==> config.mk <==
export PLATFORM = sky130hd
export DESIGN_NAME = ttw_seq
export DESIGN_NICKNAME = d
export VERILOG_FILES = /design/src/sv/ttw_pkg.sv /design/src/sv/ttw_seq.sv
export VERILOG_INCLUDE_DIRS = /design/src /design/src/sv
export SDC_FILE = /design/constraint.sdc
export NUM_CORES = 1
export LEC_CHECK = 0
export BUFFER_PORTS_ARGS = -buffer_cell sky130_fd_sc_hd__buf_4
export CORE_MARGIN = 2
export CORE_UTILIZATION = 36
export DETAILED_ROUTE_END_ITERATION = 8
export SYNTH_ARGS = -nofsm -noshare
export SYNTH_HDL_FRONTEND = slang
export SYNTH_SLANG_ARGS = --single-unit
export TNS_END_PERCENT = 50
==> constraint.sdc <==
create_clock -name aclk -period 4.58 [get_ports aclk]
set_input_delay 0.916 -clock aclk [delete_from_list [all_inputs] [get_ports aclk]]
set_output_delay 0.916 -clock aclk [all_outputs]
set_load 0.01 [all_outputs]
==> src/sv/text_terminal_writer_defines.svh <==
`ifndef TEXT_TERMINAL_WRITER_DEFINES_SVH
`define TEXT_TERMINAL_WRITER_DEFINES_SVH

// clocked check, switched off while reset is held
`define TTW_ASSERT(lbl, clk, rst_n, prop, msg) \
    lbl: assert property (@(posedge clk) disable iff (!rst_n) prop) \
        else $error(msg);

// condition that must never be seen at a clock edge
`define TTW_ASSERT_NEVER(lbl, clk, rst_n, cond, msg) \
    `TTW_ASSERT(lbl, clk, rst_n, !(cond), msg)

`endif

==> src/sv/ttw_pkg.sv <==
`timescale 1ns / 1ps

package ttw_pkg;

    // field widths of the words on the ports
    localparam int OP_W       = 2;
    localparam int CHAR_W     = 8;
    localparam int COORD_W    = 8;
    localparam int RANGE_W    = 11;
    localparam int IDX_OUT_W  = 11;
    localparam int COL_OUT_W  = 7;
    localparam int ROW_OUT_W  = 5;
    localparam int COLOUR_W   = 4;
    localparam int ATTR_W     = 8;
    localparam int CELL_W     = 16;
    localparam int CFG_IDX_W  = 8;
    localparam int CFG_DATA_W = 8;

    // operation codes
    localparam logic [OP_W-1:0] OP_PUT  = 2'd0;
    localparam logic [OP_W-1:0] OP_GOTO = 2'd1;
    localparam logic [OP_W-1:0] OP_FILL = 2'd2;
    localparam logic [OP_W-1:0] OP_READ = 2'd3;

    // register indexes
    localparam logic [CFG_IDX_W-1:0] CFG_FG = 8'd0;
    localparam logic [CFG_IDX_W-1:0] CFG_BG = 8'd1;

    localparam logic [COLOUR_W-1:0] FG_RESET = 4'hF;
    localparam logic [COLOUR_W-1:0] BG_RESET = 4'h0;

    localparam logic [CHAR_W-1:0] NEWLINE_CODE = 8'h0A;
    localparam logic [CHAR_W-1:0] FILL_CHAR    = 8'h00;
    localparam logic [CELL_W-1:0] BLANK_CELL   = 16'h0F00;

    typedef struct packed {
        logic [OP_W-1:0]    operation;
        logic [CHAR_W-1:0]  char_code;
        logic [COORD_W-1:0] column;
        logic [COORD_W-1:0] row;
        logic [RANGE_W-1:0] range_start;
        logic [RANGE_W-1:0] range_end;
    } req_t;

    typedef struct packed {
        logic [IDX_OUT_W-1:0] cursor_index;
        logic [COL_OUT_W-1:0] cursor_column;
        logic [ROW_OUT_W-1:0] cursor_row;
        logic                 accepted;
        logic [CHAR_W-1:0]    cell_char;
        logic [ATTR_W-1:0]    cell_attr;
    } result_t;

endpackage

==> src/sv/ttw_seq.sv <==
`timescale 1ns / 1ps
`include "text_terminal_writer_defines.svh"

module ttw_seq #(
    parameter int LINE_WIDTH = 80,
    parameter int LINE_COUNT = 25,
    parameter int SCREEN     = 2000,
    parameter int AW         = 11,
    parameter int CW         = 11
) (
    input  logic                       aclk,
    input  logic                       aresetn,
    input  logic                       req_valid,
    output logic                       req_ready,
    input  ttw_pkg::req_t              req,
    input  logic [ttw_pkg::ATTR_W-1:0] attr,
    output logic                       res_valid,
    input  logic                       res_ready,
    output ttw_pkg::result_t           res,
    output logic                       mem_we,
    output logic [AW-1:0]              mem_waddr,
    output logic [ttw_pkg::CELL_W-1:0] mem_wdata,
    output logic [AW-1:0]              mem_raddr,
    input  logic [ttw_pkg::CELL_W-1:0] mem_rdata
);

    localparam int COLW = $clog2(LINE_WIDTH);
    localparam int ROWW = (LINE_COUNT > 2) ? $clog2(LINE_COUNT) : 1;
    localparam int XW   = (CW > ttw_pkg::RANGE_W) ? CW : ttw_pkg::RANGE_W;

    localparam logic [2:0] S_CLEAR  = 3'd0;
    localparam logic [2:0] S_IDLE   = 3'd1;
    localparam logic [2:0] S_EXEC   = 3'd2;
    localparam logic [2:0] S_FILL   = 3'd3;
    localparam logic [2:0] S_SCROLL = 3'd4;
    localparam logic [2:0] S_RDWAIT = 3'd5;
    localparam logic [2:0] S_FINISH = 3'd6;

    logic [2:0]                 state_reg, state_next;
    logic [CW-1:0]              addr_reg, addr_next;
    logic [CW-1:0]              limit_reg, limit_next;
    logic [AW-1:0]              wr_addr_reg, wr_addr_next;
    logic                       wr_pend_reg, wr_pend_next;
    logic [AW-1:0]              cur_idx_reg, cur_idx_next;
    logic [COLW-1:0]            cur_col_reg, cur_col_next;
    logic [ROWW-1:0]            cur_row_reg, cur_row_next;
    ttw_pkg::req_t              req_reg, req_next;
    logic                       acc_reg, acc_next;
    logic [ttw_pkg::CELL_W-1:0] cell_reg, cell_next;

    // shared address step for the clear, fill and scroll loops
    logic [CW-1:0] addr_inc;
    assign addr_inc = addr_reg + CW'(1);

    // cursor arithmetic
    logic          newline, wrap, last_row, col_ok, row_ok;
    logic [AW-1:0] idx_inc, line_start, goto_idx;
    logic [XW-1:0] start_x, end_x, end_clamp;

    assign newline    = (req_reg.char_code == ttw_pkg::NEWLINE_CODE);
    assign wrap       = newline || (cur_col_reg == COLW'(LINE_WIDTH - 1));
    assign last_row   = (cur_row_reg == ROWW'(LINE_COUNT - 1));
    assign idx_inc    = cur_idx_reg + AW'(1);
    assign line_start = cur_idx_reg - AW'(cur_col_reg);
    assign col_ok     = ({1'b0, req_reg.column} < 9'(LINE_WIDTH));
    assign row_ok     = ({1'b0, req_reg.row} < 9'(LINE_COUNT));
    assign goto_idx   = AW'(req_reg.row) * AW'(LINE_WIDTH) + AW'(req_reg.column);
    assign start_x    = XW'(req_reg.range_start);
    assign end_x      = XW'(req_reg.range_end);
    assign end_clamp  = (end_x > XW'(SCREEN)) ? XW'(SCREEN) : end_x;

    // sequencer
    always_comb begin
        state_next   = state_reg;
        addr_next    = addr_reg;
        limit_next   = limit_reg;
        wr_addr_next = wr_addr_reg;
        wr_pend_next = wr_pend_reg;
        cur_idx_next = cur_idx_reg;
        cur_col_next = cur_col_reg;
        cur_row_next = cur_row_reg;
        req_next     = req_reg;
        acc_next     = acc_reg;
        cell_next    = cell_reg;
        req_ready    = 1'b0;
        res_valid    = 1'b0;
        mem_we       = 1'b0;
        mem_waddr    = addr_reg[AW-1:0];
        mem_wdata    = ttw_pkg::BLANK_CELL;
        mem_raddr    = addr_reg[AW-1:0];

        case (state_reg)
            S_CLEAR: begin
                mem_we    = 1'b1;
                addr_next = addr_inc;
                if (addr_inc == CW'(SCREEN)) begin
                    state_next = S_IDLE;
                end
            end
            S_IDLE: begin
                req_ready = 1'b1;
                if (req_valid) begin
                    req_next   = req;
                    state_next = S_EXEC;
                end
            end
            S_EXEC: begin
                acc_next   = 1'b1;
                cell_next  = '0;
                state_next = S_FINISH;
                case (req_reg.operation)
                    ttw_pkg::OP_PUT: begin
                        if (!newline) begin
                            mem_we    = 1'b1;
                            mem_waddr = cur_idx_reg;
                            mem_wdata = {attr, req_reg.char_code};
                        end
                        if (!wrap) begin
                            cur_idx_next = idx_inc;
                            cur_col_next = cur_col_reg + COLW'(1);
                        end else begin
                            cur_col_next = '0;
                            if (last_row) begin
                                // past the end: lines move up, cursor drops a line
                                cur_idx_next = newline ? line_start
                                                       : idx_inc - AW'(LINE_WIDTH);
                                addr_next    = CW'(LINE_WIDTH);
                                wr_pend_next = 1'b0;
                                state_next   = S_SCROLL;
                            end else begin
                                cur_idx_next = newline ? line_start + AW'(LINE_WIDTH)
                                                       : idx_inc;
                                cur_row_next = cur_row_reg + ROWW'(1);
                            end
                        end
                    end
                    ttw_pkg::OP_GOTO: begin
                        if (col_ok && row_ok) begin
                            cur_idx_next = goto_idx;
                            cur_col_next = COLW'(req_reg.column);
                            cur_row_next = ROWW'(req_reg.row);
                        end else begin
                            acc_next = 1'b0;
                        end
                    end
                    ttw_pkg::OP_FILL: begin
                        if (start_x < end_clamp) begin
                            addr_next  = CW'(start_x);
                            limit_next = CW'(end_clamp);
                            state_next = S_FILL;
                        end
                    end
                    default: begin
                        if (start_x < XW'(SCREEN)) begin
                            mem_raddr  = AW'(req_reg.range_start);
                            state_next = S_RDWAIT;
                        end
                    end
                endcase
            end
            S_FILL: begin
                mem_we    = 1'b1;
                mem_wdata = {attr, ttw_pkg::FILL_CHAR};
                addr_next = addr_inc;
                if (addr_inc == limit_reg) begin
                    state_next = S_FINISH;
                end
            end
            S_SCROLL: begin
                // read one line below, write the word read in the previous cycle
                mem_we    = wr_pend_reg;
                mem_waddr = wr_addr_reg;
                mem_wdata = mem_rdata;
                if (addr_reg != CW'(SCREEN)) begin
                    wr_addr_next = AW'(addr_reg - CW'(LINE_WIDTH));
                    wr_pend_next = 1'b1;
                    addr_next    = addr_inc;
                end else begin
                    wr_pend_next = 1'b0;
                    state_next   = S_FINISH;
                end
            end
            S_RDWAIT: begin
                cell_next  = mem_rdata;
                state_next = S_FINISH;
            end
            S_FINISH: begin
                res_valid = 1'b1;
                if (res_ready) begin
                    state_next = S_IDLE;
                end
            end
            default: begin
                state_next = S_IDLE;
            end
        endcase
    end

    // control state
    always_ff @(posedge aclk) begin
        if (!aresetn) begin
            state_reg   <= S_CLEAR;
            addr_reg    <= '0;
            limit_reg   <= '0;
            wr_addr_reg <= '0;
            wr_pend_reg <= 1'b0;
            cur_idx_reg <= '0;
            cur_col_reg <= '0;
            cur_row_reg <= '0;
        end else begin
            state_reg   <= state_next;
            addr_reg    <= addr_next;
            limit_reg   <= limit_next;
            wr_addr_reg <= wr_addr_next;
            wr_pend_reg <= wr_pend_next;
            cur_idx_reg <= cur_idx_next;
            cur_col_reg <= cur_col_next;
            cur_row_reg <= cur_row_next;
        end
    end

    // payload
    always_ff @(posedge aclk) begin
        req_reg  <= req_next;
        acc_reg  <= acc_next;
        cell_reg <= cell_next;
    end

    // result word
    always_comb begin
        res.cursor_index  = ttw_pkg::IDX_OUT_W'(cur_idx_reg);
        res.cursor_column = ttw_pkg::COL_OUT_W'(cur_col_reg);
        res.cursor_row    = ttw_pkg::ROW_OUT_W'(cur_row_reg);
        res.accepted      = acc_reg;
        res.cell_char     = cell_reg[ttw_pkg::CHAR_W-1:0];
        res.cell_attr     = cell_reg[ttw_pkg::CELL_W-1:ttw_pkg::CHAR_W];
    end

    `TTW_ASSERT(a_cursor_in_screen, aclk, aresetn, cur_idx_reg < AW'(SCREEN), "cursor off screen")
    `TTW_ASSERT(a_cursor_coords, aclk, aresetn, cur_idx_reg == AW'(cur_row_reg) * AW'(LINE_WIDTH) + AW'(cur_col_reg), "cursor index and coordinates disagree")
    `TTW_ASSERT_NEVER(a_scroll_waddr, aclk, aresetn, (state_reg == S_SCROLL) && mem_we && (mem_waddr >= AW'(SCREEN - LINE_WIDTH)), "scroll writes into last line")
    `TTW_ASSERT(a_finish_handover, aclk, aresetn, (state_reg == S_FINISH) && res_ready |=> (state_reg == S_IDLE), "result taken but sequencer not idle")

endmodule

; After elaboration in Yosys (flattened, before gate mapping)
; Cells that the tools add are included.
[word_totals]
ff_bits = 125
latch_bits = 0
ramBits = 0
romBits = 0
input_bits = 76
out_inout_bits = 81
elab_cells = 131
n_memories = 0
[classes]
addsub = 9
multipliers = 1
div = 0
n_lt_le_gt_ge = 5
n_eq_ne = 30
shift = 0
n_mux = 52
n_bitwise = 0
reduce_logical = 18
[ops]
columns = cell, n
row1 = two-way mux 11 bit, 15
row2 = one-hot mux 11 bit (2 select lines), 3
row3 = one-hot mux 16 bit (3 select lines), 1
row4 = one-hot mux 11 bit (3 select lines), 1
row5 = two-way mux 16 bit, 2
row6 = one-hot mux 16 bit (2 select lines), 1
row7 = "!= test 2 bit, second input constant", 12
row8 = "adder 11 x 1 -> 11 bit, second input constant", 2
row9 = "subtractor 11 x 7 -> 11 bit, second input constant", 2
row10 = one-hot mux 3 bit (7 select lines), 1
row11 = two-way mux 3 bit, 6
row12 = two-way mux 5 bit, 3
row13 = two-way mux 7 bit, 2
row14 = one-hot mux 7 bit (2 select lines), 1
row15 = "!= test 3 bit, second input constant", 4
row16 = "adder 11 x 7 -> 11 bit, second input constant", 1
row17 = adder 11 x 8 -> 11 bit, 1
row18 = == test 11 bit, 1
row19 = "== test 11 bit, second input constant", 1
row20 = "greater-than comparator 11 bit, second input constant", 1
row21 = less-than comparator 11 bit, 1
row22 = "less-than comparator 11 bit, second input constant", 1
row23 = "!= test 11 bit, second input constant", 1
row24 = subtractor 11 x 7 -> 11 bit, 1
row25 = other kinds (32), 50

; Logic depth before layout (Yosys ltp)
[depth]
word_depth = 6
depth_mapped = 14
depth_no_buf = 13

; Worst setup path before layout
; OpenSTA, ideal clock, no wires.
[synth_timing]
path_type = register to register
from = register req_reg (netlist bit end_x[0])
to = register addr_reg[4]
setup_time_ps = 135
arrival_time_ps = 3214
t_required_ps = 4445
setup_slack_ps = 1231
stages_incl_launch_ff = 15
n_path_buf = 2
period_less_slack_ps = 3349
path_cell_list = edfxtp_1 -> or4_1 -> a21oi_1 -> or3_1 -> clkbuf_1 -> nor2b_1 -> ha_1 -> nand4_1 -> nor3_1 -> a41o_1 -> o31ai_1 -> a31oi_1 -> buf_2 -> o311ai_0 -> o21ai_0
[synth_via]
elab_chain_cells = 5
[synth_rtl]
columns = item, line
row1 = start: declaration, ttw_seq.sv:47  ; ttw_pkg::req_t req_reg, req_next;
row2 = start signal: assignment, ttw_seq.sv:224  ; req_reg <= req_next;
row3 = greater-than comparator 11 bit, ttw_seq.sv:70  ; assign end_clamp = (end_x > XW'(SCREEN)) ? XW'(SCREEN) : end_x;
row4 = two-way mux 11 bit (*), ttw_seq.sv:70
row5 = less-than comparator 11 bit (*), ttw_seq.sv:147  ; if (start_x < end_clamp) begin
row6 = != test 3 bit (no source line) (*), n/a
row7 = AND reduction 6 bit (no source line) (*), n/a
row8 = end signal: assignment, ttw_seq.sv:212  ; addr_reg <= addr_next;
row9 = end: declaration, ttw_seq.sv:40  ; logic [CW-1:0] addr_reg, addr_next;
; Mark *: on every way between the ends. The rest lies on a longest branch, timed or not.
; A chain may end at the register's enable or synchronous reset.

; Final worst setup path
[layout_timing]
from = register state_reg[1]
to = output mem_waddr[0]
[layout_via]
elab_chain_cells = 2
word_cells_on_any_way = 3
classes_between = 2 x eq/ne / 1 x mux
[layout_rtl]
columns = item, line
row1 = start: declaration, ttw_seq.sv:39  ; logic [2:0] state_reg, state_next;
row2 = start signal: assignment, ttw_seq.sv:211  ; state_reg <= state_next;
row3 = == test 3 bit or == test 3 x 2 -> 1 bit (tied branches), ttw_seq.sv:92  ; case (state_reg)
row4 = one-hot mux 11 bit (2 select lines) (*), ttw_seq.sv:92
row5 = end: declaration, ttw_seq.sv:21  ; output logic [AW-1:0] mem_waddr,
; Marked as above.

==> metrics.cfg <==
[critical_path]
crit_path_frequent_cell=nand2_1
cpPeakStageDelay_ns=0.61
crit_type=reg -> out
crit_arrival_ns=3.21
slowest_stage=dfxtp_1
crit_path_max_fanout=15
critical_path_required_ns=3.66
r2r-start=end_x[0]
critPathLaunchType=register
startpoint=state_reg[1]
cp-end-kind=output port
crit_chain=nor2b_1 -> nand2b_1 -> inv_1 -> and3_1 -> nor2_1 -> nand2_1 -> nand2_1 -> buf_4

[synth]
yosys.area_share.xor_xnor_pct=5.16
synth_top_area_share_pct=23.9
synth-adder-area-share_pct=7.34
yosysUniqueCellTypes=79
synth-compound-area-share_pct=19.9
synth_commonest_cells=88 x nand2_1, 66 x nor2_1, 65 x edfxtp_1
yosys-top-cells-area=edfxtp_1 24%, dfxtp_1 15%, ha_1 6.6%
syn-cell-area_sq_mm=0.00815
netlist_instances=903
yosysWarningCount=0
synth_edf_count=65
avgSynthCellArea_sq_um=9.03
synth_simple_gate_area_share_pct=20.1
synthMuxAreaShare_pct=3.50
synth_nets=1025
synth-seq-cells=125
synth_top_family_by_area=simple AND/OR/NAND/NOR gates
yosys.area.top_type=edfxtp_1
synth.most_common_cell=nand2_1
ys_dominant_reg_cell=edfxtp_1
yosysSeqAreaShare_pct=38.7
async_flop_share_pct=0

[place]
dp_cells=1293
dp_hpwl_microns=18300
gp_congestion=0.885
numPortBuffers=156
post-place-ws_ns=0.777

[grt]
grtUsageTotal_pct=20.3
antenna_found_initial=0
grt_pass1_vias=6877
grt_pass1_wl_microns=38500
grt_max_degree=37
overflow=0

[run_status]
status=finished, final reports clean

[detailed_routing]
final_antenna_net_count=0
first_iter_violations=500
vias=7426
viasPerCell=5.60
wl_per_cell_microns=18.4
drt-total-wl_microns=24400
drc=0
dr.pass1.iters=5

[power_and_ir_drop]
switchingPower_w=0.00101
vdd_ir_drop_max_uv=236
p_clk_share_pct=39.8
switching_share_pct=30.2
power.internal_w=0.00234
p_per_area_mw_per_mm2=332
power.leakage_nw=3.85
pwr-share-seq_pct=40.6
combPwrFrac_pct=19.5

[timing]
relSlewSlack_pct=38.7
maxSlewViolCount=0
skew_ns=0.00999
setup_ws_ns=0.458
post-route-min-period_ns=4.12
fin_tns_setup_ns=0
worst_pin_slew_ns=0.915
hold_viol_final=0
clock.fmax_mhz=243
setup_viol=0
rsz0062_at_grt=no
finalCritPeriodShare_pct=90.0

[worst_hold_path]
hp-class=reg -> reg
worstHoldStart=wr_addr_reg[0]

[finish]
largest_register_ffs=26
fin_nets=1149
fill_cells=2217
layout-drive-gt1-share_pct=22.5
area_growth_syn_to_layout_pct=23.8
instances_no_fill=1325
diodes=0

[cts]
cts_buffer_depth=2
cts_made_buffers=17
cts.sink_count=125
cts.clk_slew.worst_paths_ns=0.06
clock_latency_ns=0.43
ctsResizeCount=0
holdBufCountCts=0
cts_tree=done
cts_setup_buffers=0
htreeDepth=4
clock-root-buffer=clkbuf_16

[floorplanning]
io_pins=157
initial_core_util_pct=36.3
fp.dieH_microns=154
row_count=55
die_w_microns=154
design.die.area_sq_mm=0.0239
core_sq_mm=0.0224

[flow_run]
maxCapViolations=0

-- worst max-delay path: cells and delay by family, from the launching register on --
family / cells / cell delay, ns
and+or+nand+nor: 6 / 1.85
buffers and inverters: 2 / 0.33
DFF: 1 / 0.61
-- power by group through the flow --
stage | registers (W) | clock network (W) | logic (W)
global route | 0.00137 | 0.00141 | 0.000725
floorplan | 0.00130 | 0 | 0.000448
finish | 0.00136 | 0.00133 | 0.000655
detailed placement | 0.00138 | 0 | 0.000651
global placement | 0.00138 | 0 | 0.000647
CTS | 0.00136 | 0.00135 | 0.000654
-- stage by stage --
| step | hold slack [ns] | utilization, % | total power (W) | cell area [sq um] |
|---|---|---|---|---|
| after global routing | 0.476 | 45.0 | 0.00350 | 10100 |
| after global placement | 0.444 | 42.4 | 0.00203 | 9520 |
| final | 0.458 | 45.0 | 0.00335 | 10100 |
| after detailed placement | 0.453 | 42.4 | 0.00203 | 9520 |
| after floorplan | 0.432 | - | 0.00175 | 8150 |
| after CTS | 0.462 | 45.0 | 0.00337 | 10100 |
-- metal layers --
layer | vias up | global-route usage (%) | part of all wire, %
li1 | 3581 | - | -
met2 | 257 | 31.3 | 45
met5 | - | 0 | 0
met3 | 46 | 3.50 | 5.6
met4 | 0 | 7.41 | 2.6
met1 | 3542 | 28.5 | 47
-- logic make-up (layout without fill, tap and decap cells) --
group | after synthesis | count (layout)
fa+ha+maj | 46 | 46
simple gates | 314 | 314
flops | 125 | 125
compound gates | 237 | 237
xor+xnor | 48 | 48
buf+inv | 106 | 243
mux | 27 | 27
-- path summary, 6_finish.rpt --
| kind | slack, ns | endpoint | depth (start not counted) |
|---|---|---|---|
| max | 0.46 | mem_waddr[0] | 8 |
| min | 0.46 | wr_addr_reg[0] | 2 |
| max reg2reg | 0.69 | addr_reg[4] | 12 |
| min reg2reg | 0.46 | wr_addr_reg[0] | 2 |
-- cell usage in the layout (no fill, tap or decap), types with 6 or more instances in the layout --
cell type | netlist | layout
o311ai_0 | 8 | 8
buf_4 | 2 | 170
nand2_1 | 88 | 88
xor2_1 | 13 | 13
a21oi_1 | 49 | 49
nor4_1 | 20 | 20
a311oi_1 | 6 | 6
inv_1 | 40 | 40
and3_1 | 7 | 7
nor3_1 | 22 | 22
o21ai_0 | 53 | 52
nor2_1 | 66 | 66
nand4_1 | 8 | 8
nand3_1 | 27 | 27
mux2_2 | 12 | 12
o211ai_1 | 13 | 13
xnor2_1 | 35 | 35
a22oi_1 | 16 | 16
dfxtp_1 | 60 | 60
and2_1 | 24 | 23
edfxtp_1 | 65 | 65
a31oi_1 | 11 | 11
o31ai_1 | 9 | 9
a22o_1 | 14 | 14
a211oi_1 | 14 | 14
nand2b_1 | 7 | 7
mux2i_1 | 15 | 15
clkbuf_16 | 0 | 17
nor2b_1 | 10 | 10
ha_1 | 43 | 43
-- final cells by class --
class                           instances  area (sq um)  area share [%]
Tap cell                              285           357            3.53
Sequential cell                       125          3150            31.2
Inverter                               41           154            1.52
Clock buffer                           21           470            4.66
Clock inverter                         11           108            1.07
Timing Repair Buffer                  170          1280            12.6
Multi-Input combinational cell        672          4580            45.3
Note: power is estimated with default switching activity, not from simulation.
